===== src/rtl/sacl_pkg.sv =====
// Shared types and constants of the set-associative cache lookup block.
package sacl_pkg;

	// Fixed widths of the entry count and result fields
	localparam int unsigned CNT_W  = 16;
	localparam int unsigned VTAG_W = 19;
	localparam int unsigned OWAY_W = 2;
	localparam int unsigned RES_W  = 24;

	// Configuration register indexes and values
	localparam logic [7:0] REG_REPLACE = 8'd0;
	localparam logic [7:0] REG_WRITE   = 8'd1;
	localparam logic POL_LRU = 1'b0;
	localparam logic POL_LFU = 1'b1;
	localparam logic WP_WRITE_BACK = 1'b0;
	localparam logic WP_WRITE_THRU = 1'b1;

	typedef enum logic [1:0] {
		ST_CLEAR,
		ST_IDLE,
		ST_LOOKUP
	} ctrl_state_t;

	// Controller to datapath commands
	typedef struct packed {
		logic clear_step;
		logic accept;
		logic commit;
	} ctrl_cmd_t;

	// Datapath to controller status
	typedef struct packed {
		logic clear_last;
	} ctrl_sts_t;

endpackage


===== src/rtl/sacl_ctrl.sv =====
// Controller state machine: clearing pass, beat acceptance and commit sequencing.
module sacl_ctrl (
	input  logic               clk,
	input  logic               arst_n,
	input  logic               in_valid,
	output logic               in_ready,
	output logic               out_valid,
	input  logic               out_ready,
	input  sacl_pkg::ctrl_sts_t sts,
	output sacl_pkg::ctrl_cmd_t cmd
);

	import sacl_pkg::*;

	ctrl_state_t state_q, state_d;
	logic        out_valid_q;
	logic        slot_free;

	assign slot_free = !out_valid_q || out_ready;

	// Next state
	always_comb begin
		state_d = state_q;
		case (state_q)
			ST_CLEAR:  if (sts.clear_last) state_d = ST_IDLE;
			ST_IDLE:   if (in_valid) state_d = ST_LOOKUP;
			ST_LOOKUP: if (slot_free) state_d = ST_IDLE;
			default:   state_d = ST_CLEAR;
		endcase
	end

	// Outputs
	always_comb begin
		cmd      = '0;
		in_ready = 1'b0;
		case (state_q)
			ST_CLEAR: begin
				cmd.clear_step = 1'b1;
			end
			ST_IDLE: begin
				in_ready   = 1'b1;
				cmd.accept = in_valid;
			end
			ST_LOOKUP: begin
				cmd.commit = slot_free;
			end
			default: begin
				cmd = '0;
			end
		endcase
	end

	always_ff @(posedge clk or negedge arst_n) begin
		if (!arst_n) begin
			state_q     <= ST_CLEAR;
			out_valid_q <= 1'b0;
		end else begin
			state_q <= state_d;
			if (cmd.commit) begin
				out_valid_q <= 1'b1;
			end else if (out_ready) begin
				out_valid_q <= 1'b0;
			end
		end
	end

	assign out_valid = out_valid_q;

endmodule


===== config.mk =====
export PLATFORM = sky130hd
export DESIGN_NAME = sacl_ctrl
export DESIGN_NICKNAME = d
export VERILOG_FILES = /design/src/rtl/sacl_pkg.sv /design/src/rtl/sacl_ctrl.sv
export SDC_FILE = /design/constraint.sdc
export NUM_CORES = 1
export LEC_CHECK = 0
export BUFFER_PORTS_ARGS = -buffer_cell sky130_fd_sc_hd__buf_2
export CAP_MARGIN = 20
export CORE_AREA = 2 2 39 41
export CTS_BUF_LIST = sky130_fd_sc_hd__clkbuf_4 sky130_fd_sc_hd__clkbuf_8
export CTS_CLUSTER_SIZE = 28
export DETAILED_ROUTE_END_ITERATION = 12
export DIE_AREA = 0 0 41 43
export GPL_TIMING_DRIVEN = 0
export REMOVE_ABC_BUFFERS = 1
export SYNTH_ARGS = -nofsm -noshare
export SYNTH_HDL_FRONTEND = slang
export SYNTH_SLANG_ARGS = --single-unit

===== constraint.sdc =====
create_clock -name clk -period 1.39 [get_ports clk]
set_clock_uncertainty 0.15 [all_clocks]
set_input_delay 0.2085 -clock clk [delete_from_list [all_inputs] [get_ports clk]]
set_output_delay 0.2085 -clock clk [all_outputs]
set_load 0.02 [all_outputs]

Word-level counts from Yosys, hierarchy flattened:

Cells that the tools add are included.

* eq/ne operators: 5
* muxes and demuxes: 10
* reduce and logical (&&, ||, !) cells: 5

Operator list (count)
* 2-to-1 mux 1 bit: 6
* 2-to-1 mux 2 bit: 3
* inequality test 2 bit (second input constant): 3
* case mux 2 bit (3 select lines): 1
* AND reduction 3 bit: 1
* equality test 2 x 1 -> 1 bit (second input constant): 1
* equality test 2 bit (second input constant): 1
* logical NOT 2 bit: 1
* nonzero test 2 bit: 1
* logical NOT 1 bit: 1
* logical OR 1 bit: 1

* output and inout bits: 5
* register bits: 3
* input port bits: 5
* word-level logic and storage cells: 22

Logic depth before layout (Yosys ltp):

Gate-level depths: netlist (run 1).

* depth in word-level cells: 4
* gate-level depth with buffers: 2

Worst setup path after synthesis (run 1):

No wires, ideal clock.

* kind: register -> output
* from: register state_q[0]
* to: output port cmd[0] in the netlist's numbering
* path buffers: 0
* arrival time: 880 ps
* stages on the path, launching flop included: 3
* required time: 1031 ps
* setup slack: 152 ps
* cell sequence: dfrtp_1 nand2b_1 a21oi_1

RTL lines
* from (decl): RTL line sacl_ctrl.sv:15 `ctrl_state_t state_q, state_d;`
* from (signal assigned): RTL line sacl_ctrl.sv:58 `state_q <= state_d;`
* to (decl): RTL line sacl_ctrl.sv:10 `output sacl_pkg::ctrl_cmd_t cmd`

==> results of run 1 <==
## flip-flops by register name (all words and copies together), names as in the netlist
name	flops
state_q	2
out_valid	1
## cells by family (layout without fill, tap and decap cells)
| family | count (synthesis) | count (layout) | synth area share |
|---|---|---|---|
| flip-flops | 3 | 3 | 0.492 |
| buffers and inverters | 3 | 19 | 0.0738 |
| AO/OA/AOI/OAI | 5 | 5 | 0.221 |
| AND/OR/NAND/NOR | 5 | 5 | 0.213 |
## placed cells by master, fill, tap and decap left out
| cell | n |
|---|---|
| clkbuf_4 | 4 |
| nor2_2 | 1 |
| dlygate4sd3_1 | 1 |
| dfrtp_2 | 1 |
| o21ai_0 | 1 |
| and3b_2 | 2 |
| nand2b_4 | 1 |
| a21o_1 | 1 |
| o21bai_1 | 1 |
| buf_2 | 5 |
| o32ai_1 | 1 |
| a21oi_2 | 1 |
| buf_6 | 2 |
| buf_4 | 4 |
| inv_1 | 3 |
| nor2_1 | 1 |
| dfrtp_1 | 2 |
## per-stage QoR
stage          TNS, ns  setup WS (ns)
6_report       -0.0291        -0.0184
5_1_grt         -0.174        -0.0552
4_1_cts        -0.0650        -0.0394
3_5_place_dp         0          0.179
3_3_place_gp         0          0.191
2_1_floorplan        0          0.152
## how the worst max path moves through the flow
stage	endpoint	startpoint	depth (start not counted)
after floorplan	cmd[0]	state_q[0]	2
after global placement	cmd[0]	state_q[0]	3
after detailed placement	cmd[0]	state_q[0]	3
after CTS	cmd[1]	state_q[1]	2
after global routing	cmd[0]	state_q[0]	3
final	cmd[1]	state_q[1]	2
## critical path: stages, from the launching register on
cell and delay, ns:
dfrtp_2 0.44, and3b_2 0.27, buf_6 0.12
## power groups by stage
stage               Sequential [mW]  Clock (mW)  Combinational, mW
floorplan                     0.179           0              0.156
global placement              0.169           0              0.250
detailed placement            0.171           0              0.251
CTS                           0.179       0.176              0.329
global route                  0.188       0.179              0.388
finish                        0.181       0.166              0.358
## routing by layer
| layer | part of all wire | wire length, um | track usage |
|---|---|---|---|
| met5 | 0 | 0 | 0 |
| met3 | 0.088 | 33 | 0.0314 |
| met2 | 0.52 | 196 | 0.0656 |
| met1 | 0.39 | 146 | 0.0355 |
| met4 | 0 | 0 | 0.0600 |
## final cells by class
type                    instances  area, um2  share of cell area
clock buffers                   4       30.0              0.0980
flip-flops and latches          3       76.3               0.249
multi-input cells              10       81.3               0.265
repair buffers                 12       87.6               0.286
inverters                       3       11.3              0.0367
well taps                      16       20.0              0.0653
## repair_timing
action,CTS,global route
buffers inserted,2,0
hold buffers,1,0
endpoints found under the setup margin,2,3
hold endpoints to repair,3,0
resized for setup,7,4
==> impl_metrics.prom, run 1 <==
# TYPE chip_impl_metric gauge
chip_impl_metric{name="postLayoutSetupSlackWorst",unit="ns"} -0.0184
chip_impl_metric{name="async_flop_share",unit=""} 1.00
chip_impl_metric{name="ant_nets",unit=""} 0
chip_impl_metric{name="hold-path-cell-count",unit=""} 2
chip_impl_metric{name="grt_remaining_overflow",unit=""} 0
chip_impl_info{name="synth.cells.most_frequent",value="3 x dfrtp_1, 3 x inv_1, 2 x nor2_1"} 1
chip_impl_metric{name="timing.final.crit_period",unit="ns"} 1.41
chip_impl_metric{name="antenna_cells",unit=""} 0
chip_impl_metric{name="synthCells",unit=""} 16
chip_impl_metric{name="setup_viol_count_final",unit=""} 2
chip_impl_metric{name="detailedRoute.firstPassIterationCount",unit=""} 1
chip_impl_metric{name="cts_buffers",unit=""} 3
chip_impl_info{name="min_from",value="in_valid"} 1
chip_impl_metric{name="die-area",unit="um2"} 1760
chip_impl_metric{name="slew_viol_final",unit=""} 0
chip_impl_metric{name="design.final.nets",unit=""} 38
chip_impl_metric{name="grt_pass1_vias",unit=""} 142
chip_impl_metric{name="critical_path_fanout_max",unit=""} 6
chip_impl_metric{name="grt_max_degree",unit=""} 7
chip_impl_metric{name="reg2regPathDepth",unit=""} 4
chip_impl_info{name="reg2reg_from",value="state_q[1]"} 1
chip_impl_metric{name="core",unit="um2"} 1380
chip_impl_metric{name="initial_core_util",unit=""} 0.110
chip_impl_info{name="tritoncts",value="built"} 1
chip_impl_info{name="startpoint_kind_of_the_worst_setup_timing_path",value="flip-flop"} 1
chip_impl_metric{name="place_area",unit="um2"} 218
chip_impl_metric{name="grt_first_pass_wirelength",unit="um"} 469
chip_impl_metric{name="boundaryPins",unit=""} 10
chip_impl_metric{name="die_y",unit="um"} 43
chip_impl_metric{name="p_int",unit="mW"} 0.442
chip_impl_metric{name="pwr-share-seq",unit=""} 0.256
chip_impl_metric{name="fillers",unit=""} 158
chip_impl_metric{name="remaining_drc_errors",unit=""} 0
chip_impl_metric{name="clkLatencyLatePin",unit="ns"} 0.23
chip_impl_metric{name="avgSynthCellArea",unit="um2"} 9.54
chip_impl_info{name="setup.worst_path.end_class",value="primary output"} 1
chip_impl_metric{name="min_period_over_period",unit=""} 1.01
chip_impl_metric{name="drt_iter0_markers",unit=""} 0
chip_impl_info{name="run_status",value="finished with violations"} 1
chip_impl_metric{name="totalWireLength",unit="um"} 376
chip_impl_metric{name="route.detailed.vias_per_inst",unit=""} 3.44
chip_impl_metric{name="drv.max_cap_violation_count",unit=""} 0
chip_impl_info{name="cts_root_buf",value="clkbuf_4"} 1
chip_impl_metric{name="row_cnt",unit=""} 14
chip_impl_metric{name="globalRouteTotalUtil",unit=""} 0.0472
chip_impl_metric{name="finalHoldViolations",unit=""} 0
chip_impl_metric{name="dr_total_vias",unit=""} 165
chip_impl_metric{name="switching_power",unit="mW"} 0.263
chip_impl_metric{name="htree_levels",unit=""} 1
chip_impl_metric{name="cts.path.max_buffers",unit=""} 2
chip_impl_metric{name="synth_cell_types",unit=""} 11
chip_impl_metric{name="gpl.final_weighted_congestion",unit=""} 0.543
chip_impl_metric{name="synthesis.yosys.warnings",unit=""} 0
chip_impl_info{name="crit-reg2reg-capture",value="state_q[0]"} 1
chip_impl_metric{name="maxClockFrequency",unit="MHz"} 710
chip_impl_info{name="worst_hold_endpoint",value="state_q[0]"} 1
chip_impl_metric{name="die_w",unit="um"} 41
chip_impl_info{name="failed_checks",value="negative setup slack"} 1
chip_impl_metric{name="clock_sink_count",unit=""} 3
chip_impl_metric{name="regToRegSetupSlack",unit="ns"} 0.20
chip_impl_info{name="dominant_cells_by_area_after_synthesis",value="dfrtp_1 49%, inv_1 7.4%, and3b_2 6.6%"} 1
chip_impl_metric{name="yosysSeqAreaShare",unit=""} 0.492
chip_impl_metric{name="pwr-share-comb",unit=""} 0.508
chip_impl_metric{name="ys_seq_elements",unit=""} 3
chip_impl_metric{name="report.power.total",unit="mW"} 0.705
chip_impl_metric{name="share_clk_of_total_power",unit=""} 0.236
chip_impl_metric{name="postLayoutCellArea",unit="um2"} 307
chip_impl_metric{name="vdd.ir_drop.worst",unit="V"} 0.000391
chip_impl_metric{name="pwr_density_cell",unit="nW/um2"} 2300
chip_impl_metric{name="critical_path_required",unit="ns"} 1.03
chip_impl_metric{name="antenna_found_initial",unit=""} 0
chip_impl_info{name="ys_dominant_reg_cell",value="dfrtp_1"} 1
chip_impl_metric{name="io_buffer_count",unit=""} 9
chip_impl_metric{name="critPathArrivalTime",unit="ns"} 1.05
chip_impl_info{name="unrepaired_setup_endpoints_after_global_routing",value="yes"} 1
chip_impl_info{name="path_class",value="reg -> out"} 1
chip_impl_info{name="worstHoldPathType",value="in -> reg"} 1
chip_impl_metric{name="layout_overhead_on_the_synthesized_area",unit="%"} 101
chip_impl_metric{name="switching_share",unit=""} 0.373
chip_impl_metric{name="routed_wire_length_per_instance",unit="um"} 7.83
chip_impl_metric{name="layout-drive-gt1-share",unit=""} 0.656
chip_impl_metric{name="final_cell_count_no_fill",unit=""} 48
chip_impl_metric{name="cellLeakagePower",unit="nW"} 0.166
chip_impl_metric{name="synth.top_cell.area_share",unit=""} 0.492
chip_impl_metric{name="max-slew-margin-rel",unit=""} 0.855
chip_impl_metric{name="detail_placement_hpwl",unit="um"} 272
chip_impl_metric{name="clock_pin_slew_on_the_worst_setup_and_hold_paths",unit="ns"} 0.03
chip_impl_metric{name="worst_pin_slew",unit="ns"} 0.216
chip_impl_metric{name="synth-edff-count",unit=""} 0
chip_impl_info{name="netlist.top_cell.by_area",value="dfrtp_1"} 1
chip_impl_metric{name="post-route-util",unit=""} 0.222
chip_impl_metric{name="syn_area",unit="um2"} 153
chip_impl_metric{name="cell_count_after_placement",unit=""} 41
chip_impl_metric{name="hold_ws",unit="ns"} 0.0310
Power figures use the tool's default switching activity.
==> inputs of run 2 (changes only) <==
SETUP_SLACK_MARGIN = 0.2   (was default)
==> run 2 against run 1 <==
Largest power group unchanged. Sequential share of layout area down 0.98 points. Total power grew 4.2%. Critical path type unchanged. Clock power is essentially flat. The flow still finishes with violations (negative setup slack). First-iteration DRC count rose by 1. Final cell count grew 2.1%. Core utilization grew 0.90 points. Worst setup slack improved by 0.0099 ns. Die area unchanged.
==> impl_metrics.prom, run 2 (synthesis results as in run 1) <==
# TYPE chip_impl_metric gauge
chip_impl_metric{name="pwr_density_cell",unit="nW/um2"} 2300
chip_impl_metric{name="critPathArrivalTime",unit="ns"} 1.04
chip_impl_metric{name="final_cell_count_no_fill",unit=""} 49
chip_impl_metric{name="boundaryPins",unit=""} 10
chip_impl_metric{name="row_cnt",unit=""} 14
chip_impl_metric{name="cell_count_after_placement",unit=""} 41
chip_impl_info{name="run_status",value="finished with violations"} 1
chip_impl_metric{name="remaining_drc_errors",unit=""} 0
chip_impl_info{name="setup.worst_path.end_class",value="primary output"} 1
chip_impl_metric{name="die-area",unit="um2"} 1760
chip_impl_metric{name="grt_remaining_overflow",unit=""} 0
chip_impl_metric{name="drv.max_cap_violation_count",unit=""} 0
chip_impl_metric{name="grt_max_degree",unit=""} 6
chip_impl_metric{name="setup_viol_count_final",unit=""} 2
chip_impl_metric{name="die_y",unit="um"} 43
chip_impl_metric{name="antenna_cells",unit=""} 0
chip_impl_metric{name="cts.path.max_buffers",unit=""} 2
chip_impl_info{name="most_flops_register",value="state_q"} 1
chip_impl_metric{name="globalRouteTotalUtil",unit=""} 0.0492
chip_impl_metric{name="totalNegativeSetupSlack",unit="ns"} -0.0128
chip_impl_metric{name="worst_pin_slew",unit="ns"} 0.216
chip_impl_metric{name="detailedRoute.firstPassIterationCount",unit=""} 2
chip_impl_metric{name="hold_ws",unit="ns"} 0.0334
chip_impl_info{name="min_from",value="in_valid"} 1
chip_impl_info{name="reg2reg_from",value="state_q[1]"} 1
chip_impl_metric{name="vdd.ir_drop.worst",unit="V"} 0.000387
chip_impl_metric{name="dr_total_vias",unit=""} 169
chip_impl_metric{name="multi_input_area",unit="um2"} 86.3
chip_impl_info{name="final_cell_mix",value="5 x buf_2, 5 x buf_4, 4 x clkbuf_4"} 1
chip_impl_metric{name="largest_register_ffs",unit=""} 2
chip_impl_metric{name="antenna_found_initial",unit=""} 0
chip_impl_metric{name="fillers",unit=""} 162
chip_impl_metric{name="route.detailed.vias_per_inst",unit=""} 3.45
chip_impl_metric{name="clock_sink_count",unit=""} 3
chip_impl_metric{name="maxClockFrequency",unit="MHz"} 715
chip_impl_metric{name="drt_iter0_markers",unit=""} 1
chip_impl_info{name="failed_checks",value="negative setup slack"} 1
chip_impl_metric{name="htree_levels",unit=""} 1
chip_impl_metric{name="ant_nets",unit=""} 0
chip_impl_info{name="critPathLaunch",value="state_q[1]"} 1
chip_impl_metric{name="critical_path_required",unit="ns"} 1.03
chip_impl_info{name="worstHoldPathType",value="in -> reg"} 1
chip_impl_metric{name="core",unit="um2"} 1380
chip_impl_metric{name="layout_overhead_on_the_synthesized_area",unit="%"} 109
chip_impl_metric{name="finalHoldViolations",unit=""} 0
chip_impl_metric{name="detail_placement_hpwl",unit="um"} 272
chip_impl_metric{name="max-slew-margin-rel",unit=""} 0.856
chip_impl_info{name="tritoncts",value="built"} 1
chip_impl_metric{name="clkLatencyLatePin",unit="ns"} 0.23
chip_impl_info{name="cts_root_buf",value="clkbuf_4"} 1
chip_impl_metric{name="design.final.nets",unit=""} 39
chip_impl_metric{name="critical_path_fanout_max",unit=""} 5
chip_impl_metric{name="routed_wire_length_per_instance",unit="um"} 7.57
chip_impl_metric{name="cellLeakagePower",unit="nW"} 0.172
chip_impl_info{name="unrepaired_setup_endpoints_after_global_routing",value="yes"} 1
chip_impl_metric{name="die_w",unit="um"} 41
chip_impl_metric{name="grt_pass1_vias",unit=""} 157
chip_impl_metric{name="io_buffer_count",unit=""} 9
chip_impl_metric{name="timing.final.crit_period",unit="ns"} 1.40
chip_impl_metric{name="register_area",unit="um2"} 76.3
chip_impl_metric{name="min_period_over_period",unit=""} 1.01
chip_impl_metric{name="clock_pin_slew_on_the_worst_setup_and_hold_paths",unit="ns"} 0.03
chip_impl_metric{name="grt_first_pass_wirelength",unit="um"} 496
chip_impl_metric{name="postLayoutSetupSlackWorst",unit="ns"} -0.00858
chip_impl_info{name="startpoint_kind_of_the_worst_setup_timing_path",value="flip-flop"} 1
chip_impl_metric{name="totalWireLength",unit="um"} 371
chip_impl_metric{name="cts_buffers",unit=""} 3
chip_impl_metric{name="gpl.final_weighted_congestion",unit=""} 0.543
chip_impl_metric{name="slew_viol_final",unit=""} 0
chip_impl_info{name="path_class",value="reg -> out"} 1
chip_impl_metric{name="layout-drive-gt1-share",unit=""} 0.667
chip_impl_metric{name="initial_core_util",unit=""} 0.110
run 2: timing repair:
action | in CTS | in global routing
endpoints found under the setup margin | 4 | 5
hold buffers | 1 | 0
gates resized for setup | 11 | 1
endpoints found under the hold margin | 3 | 0
buffers inserted | 3 | 0
run 2: power breakdown:
group          leakage (nW)  internal [mW]  switching, mW  total (mW)
Sequential           0.0368          0.129         0.0487       0.177
Clock                0.0184          0.127         0.0395       0.166
Combinational         0.117          0.204          0.187       0.391
run 2: worst max-delay path, cell delays in order (launching register included):
cell and delay (ns):
dfrtp_2 0.43, and3b_2 0.27, buf_6 0.12
run 2: layer usage:
metal  track usage  up-vias  part of all wire
met2        0.0719        7              0.50
met4        0.0600        0                 0
met1        0.0355       74              0.41
met3        0.0314        0             0.086
li1              -       88                 -
met5             0        -                 0
run 2: path summary, 6_finish.rpt:
path                         endpoint  slack, ns  cells after the start
max                            cmd[1]     -0.009                      2
min reg2reg                 out_valid       0.42                      2
min in group asynchronous   out_valid       0.15                      2
max in group asynchronous  state_q[1]       0.82                      2
min                        state_q[0]       0.03                      2
max reg2reg                state_q[0]       0.20                      4
run 2: stage by stage:
stage	total power [mW]	instance area (um2)	setup WS (ns)	util
after floorplan	0.335	153	0.152	-
after global placement	0.420	218	0.191	0.157
after detailed placement	0.422	218	0.179	0.157
after CTS	0.743	318	-0.0295	0.230
after global routing	0.782	319	-0.0480	0.231
final	0.734	319	-0.00858	0.231
run 2: area by class of cell:
| cell class | instances | area share |
|---|---|---|
| repair buffers | 13 | 0.298 |
| multi-input cells | 10 | 0.271 |
| flip-flops and latches | 3 | 0.239 |
| clock buffers | 4 | 0.0941 |
| well taps | 16 | 0.0627 |
| inverters | 3 | 0.0353 |
==> inputs of run 3 (changes only) <==
ABC_AREA = 1   (was default)
CELL_PAD_IN_SITES_DETAIL_PLACEMENT = 1   (was default)
CELL_PAD_IN_SITES_GLOBAL_PLACEMENT = 2   (was default)
PLACE_DENSITY_LB_ADDON = 0.1   (was default)
RECOVER_POWER = 50   (was default)
==> run 3 against run 2 <==
Synthesized area rose by 0.82%. Critical endpoint is now cmd[0]. Combinational power fell by 7.2%. Routed wire length rose by 3.0%. The flow still finishes with violations (negative setup slack). Highest routed layer unchanged. Register-to-register slack improved by 0.13 ns.
==> impl_metrics.prom, run 3 <==
# TYPE chip_impl_metric gauge
chip_impl_metric{name="antenna_found_initial",unit=""} 0
chip_impl_metric{name="hold_ws",unit="ns"} 0.0734
chip_impl_info{name="synth.cells.most_frequent",value="7 x inv_1, 5 x nand2_1, 5 x nor2_1"} 1
chip_impl_metric{name="yosys.area_share.adder",unit=""} 0
chip_impl_metric{name="globalRouteTotalUtil",unit=""} 0.0645
chip_impl_metric{name="hold-path-cell-count",unit=""} 2
chip_impl_metric{name="critical_path_required",unit="ns"} 1.03
chip_impl_metric{name="die-area",unit="um2"} 1760
chip_impl_metric{name="core",unit="um2"} 1380
chip_impl_metric{name="worst_pin_slew",unit="ns"} 0.195
chip_impl_info{name="synth_top_family_by_area",value="simple AND/OR/NAND/NOR gates"} 1
chip_impl_info{name="ys_dominant_reg_cell",value="dfrtp_1"} 1
chip_impl_metric{name="critical_path_fanout_max",unit=""} 4
chip_impl_metric{name="fillers",unit=""} 178
chip_impl_metric{name="max-slew-margin-rel",unit=""} 0.869
chip_impl_info{name="layout_commonest_cell",value="inv_1"} 1
chip_impl_info{name="run_status",value="finished with violations"} 1
chip_impl_metric{name="pwr_density_cell",unit="nW/um2"} 2410
chip_impl_metric{name="switching_power",unit="mW"} 0.281
chip_impl_metric{name="layout_overhead_on_the_synthesized_area",unit="%"} 86.2
chip_impl_metric{name="share_clk_of_total_power",unit=""} 0.244
chip_impl_metric{name="yosysSeqAreaShare",unit=""} 0.488
chip_impl_metric{name="final_cell_count_no_fill",unit=""} 54
chip_impl_metric{name="postLayoutSetupSlackWorst",unit="ns"} -0.000342
chip_impl_metric{name="grt_max_degree",unit=""} 5
chip_impl_info{name="min_from",value="out_ready"} 1
chip_impl_info{name="synthMostInstantiatedCell",value="inv_1"} 1
chip_impl_metric{name="finalHoldViolations",unit=""} 0
chip_impl_info{name="path_class",value="reg -> out"} 1
chip_impl_metric{name="ant_nets",unit=""} 0
chip_impl_metric{name="clock_pin_slew_on_the_worst_setup_and_hold_paths",unit="ns"} 0.04
chip_impl_info{name="unrepaired_setup_endpoints_after_global_routing",value="yes"} 1
chip_impl_metric{name="vdd.ir_drop.worst",unit="V"} 0.000468
chip_impl_info{name="dominant_cells_by_area_after_synthesis",value="dfrtp_1 49%, inv_1 17%, nand2_1 12%"} 1
chip_impl_info{name="critPathLaunch",value="state_q[0]"} 1
chip_impl_metric{name="cts_buffers",unit=""} 3
chip_impl_metric{name="drt_iter0_markers",unit=""} 0
chip_impl_info{name="worst_hold_endpoint",value="out_valid"} 1
chip_impl_metric{name="async_flop_share",unit=""} 1.00
chip_impl_metric{name="route.detailed.vias_per_inst",unit=""} 3.43
chip_impl_metric{name="post_synth_mux_area_share",unit=""} 0
chip_impl_metric{name="detailedRoute.firstPassIterationCount",unit=""} 1
chip_impl_metric{name="synth.top_cell.area_share",unit=""} 0.488
chip_impl_metric{name="dr_total_vias",unit=""} 185
chip_impl_metric{name="synth_compound_gate_area_share",unit=""} 0.0650
chip_impl_metric{name="layout-drive-gt1-share",unit=""} 0.474
chip_impl_metric{name="syn_area",unit="um2"} 154
chip_impl_metric{name="cts.path.max_buffers",unit=""} 2
chip_impl_metric{name="design.final.nets",unit=""} 44
chip_impl_metric{name="initial_core_util",unit=""} 0.111
chip_impl_metric{name="maxClockFrequency",unit="MHz"} 719
chip_impl_metric{name="drv.max_cap_violation_count",unit=""} 0
chip_impl_metric{name="cellLeakagePower",unit="nW"} 0.160
chip_impl_metric{name="yosys.area_share.simple",unit=""} 0.276
chip_impl_metric{name="die_w",unit="um"} 41
chip_impl_metric{name="synth-xor-area-share",unit=""} 0
chip_impl_metric{name="pwr-share-comb",unit=""} 0.526
chip_impl_info{name="netlist.top_cell.by_area",value="dfrtp_1"} 1
chip_impl_info{name="cts_root_buf",value="clkbuf_4"} 1
chip_impl_metric{name="synth_cell_types",unit=""} 6
chip_impl_metric{name="clkLatencyLatePin",unit="ns"} 0.23
chip_impl_metric{name="switching_share",unit=""} 0.408
chip_impl_metric{name="setup_viol_count_final",unit=""} 1
chip_impl_metric{name="grt_pass1_vias",unit=""} 186
chip_impl_metric{name="row_cnt",unit=""} 14
chip_impl_metric{name="io_buffer_count",unit=""} 9
chip_impl_info{name="setup.worst_path.end_class",value="primary output"} 1
chip_impl_metric{name="p_int",unit="mW"} 0.408
chip_impl_metric{name="largest_register_ffs",unit=""} 2
chip_impl_metric{name="min_period_over_period",unit=""} 1.00
chip_impl_metric{name="place_worst_setup_slack",unit="ns"} 0.184
chip_impl_metric{name="die_y",unit="um"} 43
chip_impl_metric{name="pwr-share-seq",unit=""} 0.230
chip_impl_metric{name="htree_levels",unit=""} 1
chip_impl_info{name="final_cell_mix",value="5 x inv_1, 4 x nand2_1, 4 x clkbuf_4, 4 x buf_2, 4 x buf_4"} 1
chip_impl_info{name="startpoint_kind_of_the_worst_setup_timing_path",value="flip-flop"} 1
chip_impl_metric{name="totalWireLength",unit="um"} 382
chip_impl_metric{name="clock_sink_count",unit=""} 3
chip_impl_metric{name="grt_first_pass_wirelength",unit="um"} 731
chip_impl_metric{name="synthCells",unit=""} 23
chip_impl_metric{name="cell_count_after_placement",unit=""} 48
chip_impl_metric{name="boundaryPins",unit=""} 10
chip_impl_metric{name="gpl.final_weighted_congestion",unit=""} 0.613
chip_impl_metric{name="ys_seq_elements",unit=""} 3
chip_impl_metric{name="synth-edff-count",unit=""} 0
chip_impl_info{name="reg2reg_from",value="state_q[0]"} 1
chip_impl_metric{name="slew_viol_final",unit=""} 0
chip_impl_metric{name="critPathArrivalTime",unit="ns"} 1.03
chip_impl_metric{name="remaining_drc_errors",unit=""} 0
chip_impl_info{name="most_flops_register",value="state_q"} 1
chip_impl_metric{name="regToRegSetupSlack",unit="ns"} 0.33
chip_impl_metric{name="avgSynthCellArea",unit="um2"} 6.69
chip_impl_metric{name="routed_wire_length_per_instance",unit="um"} 7.07
chip_impl_metric{name="grt_remaining_overflow",unit=""} 0
chip_impl_metric{name="antenna_cells",unit=""} 0
chip_impl_metric{name="detail_placement_hpwl",unit="um"} 338
chip_impl_info{name="tritoncts",value="built"} 1
chip_impl_metric{name="synthesis.yosys.warnings",unit=""} 0
chip_impl_info{name="worstHoldPathType",value="in -> reg"} 1
chip_impl_metric{name="reg2regPathDepth",unit=""} 5
chip_impl_info{name="crit-reg2reg-capture",value="state_q[0]"} 1
chip_impl_info{name="failed_checks",value="negative setup slack"} 1
chip_impl_metric{name="timing.final.crit_period",unit="ns"} 1.39
==> run 3: changes by cell type after synthesis, sizes merged, moves of 2 or more <==
cell,before,now
nor2,2,5
inv,3,7
nand2,0,5
and3b,2,0
==> run 3: layout make-up <==
| cell class | count | area, um2 | area share |
|---|---|---|---|
| sequential | 3 | 75.1 | 0.262 |
| timing repair buffer | 11 | 75.1 | 0.262 |
| multi-input combinational | 13 | 60.1 | 0.210 |
| clock buffer | 4 | 30.0 | 0.105 |
| inverter | 7 | 26.3 | 0.0917 |
| tap | 16 | 20.0 | 0.0699 |
==> run 3: cells by family (layout without fill, tap and decap cells) <==
kind of cell,count (synthesis),in the layout
buffers and inverters,7,22
AOI/OAI and AO/OA,2,2
DFF,3,3
and+or+nand+nor,11,11
==> run 3: worst max path at each step <==
stage	slack (ns)	to	cells past startpoint
final	-0.0003	cmd[0]	4
after global routing	-0.08	cmd[0]	5
after CTS	-0.04	cmd[0]	4
after detailed placement	0.18	cmd[0]	4
after global placement	0.19	cmd[0]	4
after floorplan	0.17	cmd[0]	3
==> run 3: power groups by stage <==
stage	clock network, mW	logic, mW	registers, mW
detailed placement	0	0.279	0.154
global placement	0	0.278	0.155
global route	0.179	0.400	0.169
floorplan	0	0.168	0.167
CTS	0.175	0.331	0.153
finish	0.168	0.363	0.159
==> run 3: metrics by stage <==
stage	utilization	TNS [ns]	power, mW	cell area (um2)
6_report	0.207	-0.000342	0.690	287
3_5_place_dp	0.158	0	0.433	219
3_3_place_gp	0.158	0	0.433	219
5_1_grt	0.207	-0.119	0.748	287
4_1_cts	0.197	-0.0388	0.659	273
2_1_floorplan	-	0	0.334	154
==> run 3: repair_timing <==
item | in CTS | in global routing
hold buffers | 1 | 0
setup buffers | 0 | 1
resized for setup | 6 | 4
hold endpoints to repair | 3 | 0
setup endpoints to repair | 4 | 4
pin swaps | 1 | 1
==> run 3: critical path: stages, from the launching register on <==
cell     delay (ns)
dfrtp_1        0.41
nor2_2         0.11
inv_1          0.06
nor2_1         0.08
buf_4          0.14
==> run 3: layer usage <==
layer / vias to the layer above / part of all wire / track usage
met5: - / 0 / 0
met4: 0 / 0 / 0.0600
met3: 0 / 0.076 / 0.0157
met2: 5 / 0.50 / 0.0813
met1: 84 / 0.42 / 0.0844
li1: 96 / - / -
